`src/crc8c_pkg.sv`:
```
// crc8c_pkg: shared types, status codes and the crc8 byte update
// for the accessory block crc check; no dependencies
package crc8c_pkg;

  localparam logic [7:0] CRC_POLY    = 8'h85;
  localparam logic [7:0] CRC_ALLONES = 8'hFF;

  localparam logic [1:0] ST_OK           = 2'd0;
  localparam logic [1:0] ST_NO_ACCESSORY = 2'd1;
  localparam logic [1:0] ST_BAD_CRC      = 2'd2;
  localparam logic [1:0] ST_UNUSED       = 2'd3;

  // one registered input word
  typedef struct packed {
    logic       valid;
    logic       last;
    logic [7:0] data;
    logic [7:0] rx_crc;
  } item_t;

  // shift one byte msb first into the crc register, shift-in form
  function automatic logic [7:0] crc8c_shift_byte(input logic [7:0] crc,
                                                  input logic [7:0] data);
    logic [7:0] r;
    logic [7:0] fb;
    r = crc;
    for (int k = 7; k >= 0; k--) begin
      fb = r[7] ? CRC_POLY : 8'h00;
      r  = {r[6:0], data[k]} ^ fb;
    end
    return r;
  endfunction

endpackage

```
`src/crc8c_in_stage.sv`:
```
// crc8c_in_stage: input register for one word of the data block
// depends on crc8c_pkg
module crc8c_in_stage (
  input  logic                 clk,
  input  logic                 rst_n,
  input  logic                 in_valid,
  output logic                 in_ready,
  input  logic [7:0]           in_data_byte,
  input  logic                 in_last_byte,
  input  logic [7:0]           in_received_crc,
  input  logic                 take,
  output crc8c_pkg::item_t     item
);
  import crc8c_pkg::*;

  item_t item_r;

  // free when empty or when the held word moves on this cycle
  assign in_ready = !item_r.valid || take;
  assign item     = item_r;

  always_ff @(posedge clk) begin
    if (!rst_n) begin
      item_r.valid <= 1'b0;
    end else if (in_ready) begin
      item_r.valid <= in_valid;
    end
    if (in_valid && in_ready) begin
      item_r.last   <= in_last_byte;
      item_r.data   <= in_data_byte;
      item_r.rx_crc <= in_received_crc;
    end
  end

endmodule

```
`src/crc8c_core.sv`:
```
// crc8c_core: crc accumulator, final augmentation and compare, result register
// depends on crc8c_pkg
module crc8c_core (
  input  logic               clk,
  input  logic               rst_n,
  input  crc8c_pkg::item_t   item,
  output logic               take,
  output logic               out_valid,
  input  logic               out_ready,
  output logic [1:0]         out_check_status,
  output logic [7:0]         out_computed_crc
);
  import crc8c_pkg::*;

  logic [7:0] acc_r;
  logic [7:0] acc_upd;
  logic [7:0] final_crc;
  logic [1:0] status_nxt;
  logic       out_valid_r;
  logic [1:0] status_r;
  logic [7:0] crc_r;
  logic       out_free;

  assign out_free = !out_valid_r || out_ready;
  // non-last words only touch the accumulator, so they never wait on the output
  assign take     = item.valid && (!item.last || out_free);

  assign acc_upd   = crc8c_shift_byte(acc_r, item.data);
  assign final_crc = crc8c_shift_byte(acc_upd, 8'h00);

  always_comb begin
    if (final_crc == item.rx_crc) begin
      status_nxt = ST_OK;
    end else if (final_crc == (item.rx_crc ^ CRC_ALLONES)) begin
      status_nxt = ST_NO_ACCESSORY;
    end else begin
      status_nxt = ST_BAD_CRC;
    end
  end

  always_ff @(posedge clk) begin
    if (!rst_n) begin
      acc_r       <= 8'h00;
      out_valid_r <= 1'b0;
    end else begin
      if (take) begin
        acc_r <= item.last ? 8'h00 : acc_upd;
      end
      if (take && item.last) begin
        out_valid_r <= 1'b1;
      end else if (out_ready) begin
        out_valid_r <= 1'b0;
      end
    end
    if (take && item.last) begin
      status_r <= status_nxt;
      crc_r    <= final_crc;
    end
  end

  assign out_valid        = out_valid_r;
  assign out_check_status = status_r;
  assign out_computed_crc = crc_r;

  a_acc_clear: assert property (@(posedge clk) disable iff (!rst_n)
    take && item.last |=> acc_r == 8'h00)
    else $error("accumulator not cleared after last word");

  a_status_code: assert property (@(posedge clk) disable iff (!rst_n)
    out_valid_r |-> status_r != ST_UNUSED)
    else $error("unused status code on output");

  a_result_source: assert property (@(posedge clk) disable iff (!rst_n)
    $rose(out_valid_r) |-> $past(take && item.last))
    else $error("result raised without a last word");

  a_no_overwrite: assert property (@(posedge clk) disable iff (!rst_n)
    out_valid_r && !out_ready |-> !(take && item.last))
    else $error("pending result overwritten");

endmodule

```
`src/accessory_block_crc8_check.sv`:
```
// accessory_block_crc8_check: top level, crc8 (poly 0x85) check of a data block
// result: registered after the input register; a last word waits there while a result is pending
// throughput: one word per cycle unless a last word waits on a pending result; the byte update
//   and final zero-byte shift are xor logic between the input register and the result register
// reset: rst_n synchronous active low clears the crc accumulator and both valids
// depends on crc8c_pkg, crc8c_in_stage, crc8c_core
module accessory_block_crc8_check (
  input  logic       clk,
  input  logic       rst_n,
  input  logic       in_valid,
  output logic       in_ready,
  input  logic [7:0] in_data_byte,
  input  logic       in_last_byte,
  input  logic [7:0] in_received_crc,
  output logic       out_valid,
  input  logic       out_ready,
  output logic [1:0] out_check_status,
  output logic [7:0] out_computed_crc
);
  import crc8c_pkg::*;

  item_t item;
  logic  take;

  crc8c_in_stage u_in (
    .clk             (clk),
    .rst_n           (rst_n),
    .in_valid        (in_valid),
    .in_ready        (in_ready),
    .in_data_byte    (in_data_byte),
    .in_last_byte    (in_last_byte),
    .in_received_crc (in_received_crc),
    .take            (take),
    .item            (item)
  );

  crc8c_core u_core (
    .clk              (clk),
    .rst_n            (rst_n),
    .item             (item),
    .take             (take),
    .out_valid        (out_valid),
    .out_ready        (out_ready),
    .out_check_status (out_check_status),
    .out_computed_crc (out_computed_crc)
  );

endmodule

```
`config.mk`:
```
export PLATFORM = sky130hd
export DESIGN_NAME = accessory_block_crc8_check
export DESIGN_NICKNAME = d
export VERILOG_FILES = /design/src/crc8c_pkg.sv /design/src/crc8c_in_stage.sv /design/src/crc8c_core.sv /design/src/accessory_block_crc8_check.sv
export SDC_FILE = /design/constraint.sdc
export NUM_CORES = 1
export LEC_CHECK = 0
export BUFFER_PORTS_ARGS = -buffer_cell sky130_fd_sc_hd__buf_2
export CORE_MARGIN = 4
export CORE_UTILIZATION = 50
export CTS_CLUSTER_DIAMETER = 60
export DETAILED_ROUTE_END_ITERATION = 7
export PLACE_DENSITY = 0.86
export SLEW_MARGIN = 25
export SYNTH_ARGS = -nofsm -noshare
export SYNTH_HDL_FRONTEND = slang
export SYNTH_SLANG_ARGS = --single-unit
```
`constraint.sdc`:
```
create_clock -name clk -period 2.43 [get_ports clk]
set_input_delay 0.243 -clock clk [delete_from_list [all_inputs] [get_ports clk]]
set_output_delay 0.243 -clock clk [all_outputs]
set_load 0.01 [all_outputs]
```
==> results.txt <==
CP endpoint kind -> flip-flop
RSZ-0062 raised after global routing -> true
Final critical-path share of the clock period -> 100%
Post-route ant nets -> 0
Clock power frac -> 30.4%
Most frequent cells in the layout -> buf_2 (32), edfxtp_1 (27), buf_4 (22)
Total core area -> 3690 um2
Sink Count -> 37
Syn avg cell area -> 14.2 um2
Synth area leader -> edfxtp_1
Final #Nets -> 212
Slew Limit Fails -> 0
GPL Wtd Cong -> 0.888
Num ports -> 33
Critical-path top delay cell -> xor3_2
EDFF count, synth -> 27
Share of post-route cells with drive strength above 1 -> 42.2%
Met3 routed WL -> 226 um
Met2 wire len -> 1930 um
Area Overhead vs Synth -> 28.9%
TritonCTS buffer count -> 5
P_leak -> 1.00 nW
Mapped cell area -> 1910 um2
Post-Syn Nets -> 155
Global-route wire length before repair -> 5840 um
WP buf/inv -> 0
DIE AREA -> 4870 um2
DR vias/cell -> 5.04
Port Buf Inserts -> 32
Part of the power in registers -> 36.3%
Clk Latency, worst-skew pair -> 0.30 ns
Mapped Cells -> 134
Placement Cell Area -> 2250 um2
CTS tree -> built
Clk slew on worst S/H paths -> 0.08 ns
Hpwl dp -> 2750 um
Required @ worst endpoint -> 2.49 ns
Pwr Total -> 2.13 mW
Critical Path AT -> 2.49 ns
Failing checks -> negative setup slack
Worst-case clock buffer depth -> 2
Psw -> 0.569 mW
Critical Path Source Type -> flip-flop
CP dominant cell by count -> xnor3_2
M1 WL -> 1520 um
Largest net degree at the start of global routing -> 18
Max cap viols -> 0
Internal -> 1.56 mW
Predominant post-synthesis flop cell -> edfxtp_1
Routed wire per std cell -> 15.6 um
CTS H-tree depth -> 2
CP cell instances -> xor3_2, xnor3_2, xnor3_2, xor3_1, nor3_2, nor2_1
Total Routing Usage GR -> 15.9%
Status -> finished, violations left
Commonest non-fill, non-tap cell in the layout -> buf_2
Fmax -> 411 MHz
Max_slew headroom -> 62.5%
Fin. Hold Viols -> 0
Final WL -> 3740 um
Non-filler cells, final -> 240
Worst hold slack -> 0.117 ns
Fin worst setup slack -> -0.00527 ns
Cell variety after synth -> 34
DRC errors left -> 0
Die width -> 69.8 um
Pin slew with the least headroom to its limit -> 0.562 ns
Iter 0 DRT Violations -> 116
Share of the synthesized area in the top cell type -> 42.5%
Logic gate share of total power -> 33.4%
HP Class -> input port to flip-flop
Synth async-reset ratio -> 0%
Die Height -> 69.8 um
Placed insts -> 227
Starting Density -> 51.8%
GR Overflow Total -> 0
Clk_skew -> 0.0130 ns
DR top layer -> met4
Fin area -> 2460 um2
Worst-path fanout max -> 3
Main area contributors after synthesis -> edfxtp_1 (42%), dfxtp_1 (10%), xnor2_1 (9.6%)
Power density cells -> 864 nW/um2
Sequential fraction of the synthesis area -> 52.9%
Initial antenna violation count -> 0
Synthesized flop and latch total -> 37
Final setup violation count -> 1
Vias -> 1210
Site Rows -> 22
First-pass DRT Iterations -> 4
Period minus WS final -> 2.44 ns
Largest stage delay, worst path -> 0.49 ns
Yosys Warn Count -> 0
Vias in the first global route -> 1210
Worst vdd ir -> 0.000660 V
Antenna diodes -> 0
CTS Root Cell -> clkbuf_8
Sw Ratio -> 26.8%
Setup Crit Path Kind -> flip-flop to flip-flop
Hold buffer count at cts -> 0
CP delay by family, top -> XOR/XNOR gates
## power by group through the flow
stage | combinational (mW) | sequential, mW | clock [mW]
floorplan | 0.441 | 0.788 | 0
global placement | 0.599 | 0.782 | 0
detailed placement | 0.613 | 0.785 | 0
CTS | 0.658 | 0.770 | 0.655
global route | 0.758 | 0.776 | 0.686
finish | 0.710 | 0.771 | 0.646
## state kept, by name, indices dropped and copies added, names as in the netlist
register                 count
u_core.acc_r                 8
u_core.out_computed_crc      8
u_core.out_valid             1
u_in.item                   18
u_core.out_check_status      2
## cells in the mapped netlist (2+ instances only)
master    instances
nor2_1            3
xnor2_2           2
a22oi_1           5
nor2b_1           8
nand2_1           6
xor3_1            3
xnor3_2           5
a21oi_1           3
inv_1             2
nor3_1            2
xnor2_1          21
edfxtp_1         27
dfxtp_1          10
xor2_1           14
xnor3_1           2
and2_1            2
clkbuf_1          2
## per-layer routing
metal / vias up / track usage (%)
met5: - / 0
met4: 0 / 7.45
met3: 7 / 5.07
met2: 45 / 26.0
met1: 577 / 19.0
li1: 581 / -
## worst register-to-register path, cell delays in order, from the launching register on
cell,delay (ns)
edfxtp_1,0.39
xor3_2,0.49
xnor3_2,0.42
xnor3_2,0.33
xor3_1,0.29
nor3_2,0.22
nor2_1,0.07
## final timing paths
check | startpoint | endpoint | slack (ns) | depth (start not counted)
worst min register to register | u_in.item[17]$_SDFFE_PN0N_ | u_in.item[17]$_SDFFE_PN0N_ | 0.61 | 2
worst max-delay path | u_in.item[15]$_DFFE_PP_ | u_core.out_check_status[1]$_SDFFCE_PN0P_ | -0.005 | 6
worst min-delay path | in_data_byte[4] | u_in.item[12]$_DFFE_PP_ | 0.12 | 1
worst max register to register | u_in.item[15]$_DFFE_PP_ | u_core.out_check_status[1]$_SDFFCE_PN0P_ | -0.005 | 6
## timing repair
action / CTS / global route
hold endpoints to repair: 0 / 0
buffers inserted: 1 / 4
endpoints found under the setup margin: 1 / 2
gates cloned: 0 / 0
gates resized for setup: 3 / 5
pin swaps: 5 / 8
## final cells by class
type	instances	area, um2
tap	48	60.1
timing repair buffer	54	325
multi-input combinational	91	918
clock buffer	5	68.8
clock inverter	3	68.8
fill	261	1230
inverter	2	7.51
sequential	37	1010
## metrics by stage
| stage | TNS, ns | worst slack (ns) | util [%] |
|---|---|---|---|
| after floorplan | 0 | 0.0182 | - |
| after global placement | 0 | 0.0148 | 60.9 |
| after detailed placement | -0.0850 | -0.0850 | 60.9 |
| after CTS | 0 | 0.000618 | 65.4 |
| after global routing | -0.116 | -0.0897 | 66.7 |
| final | -0.00527 | -0.00527 | 66.7 |
## kinds of logic (layout without fill, tap and decap cells)
group | count (synthesis) | after routing | synth area share (%)
xor+xnor | 49 | 49 | 32.2
mux | 1 | 1 | 0.524
flops | 37 | 37 | 52.9
compound gates | 13 | 13 | 4.52
simple gates | 28 | 28 | 8.13
buf+inv | 6 | 64 | 1.64
No activity file was read; power rests on OpenSTA's default activity.
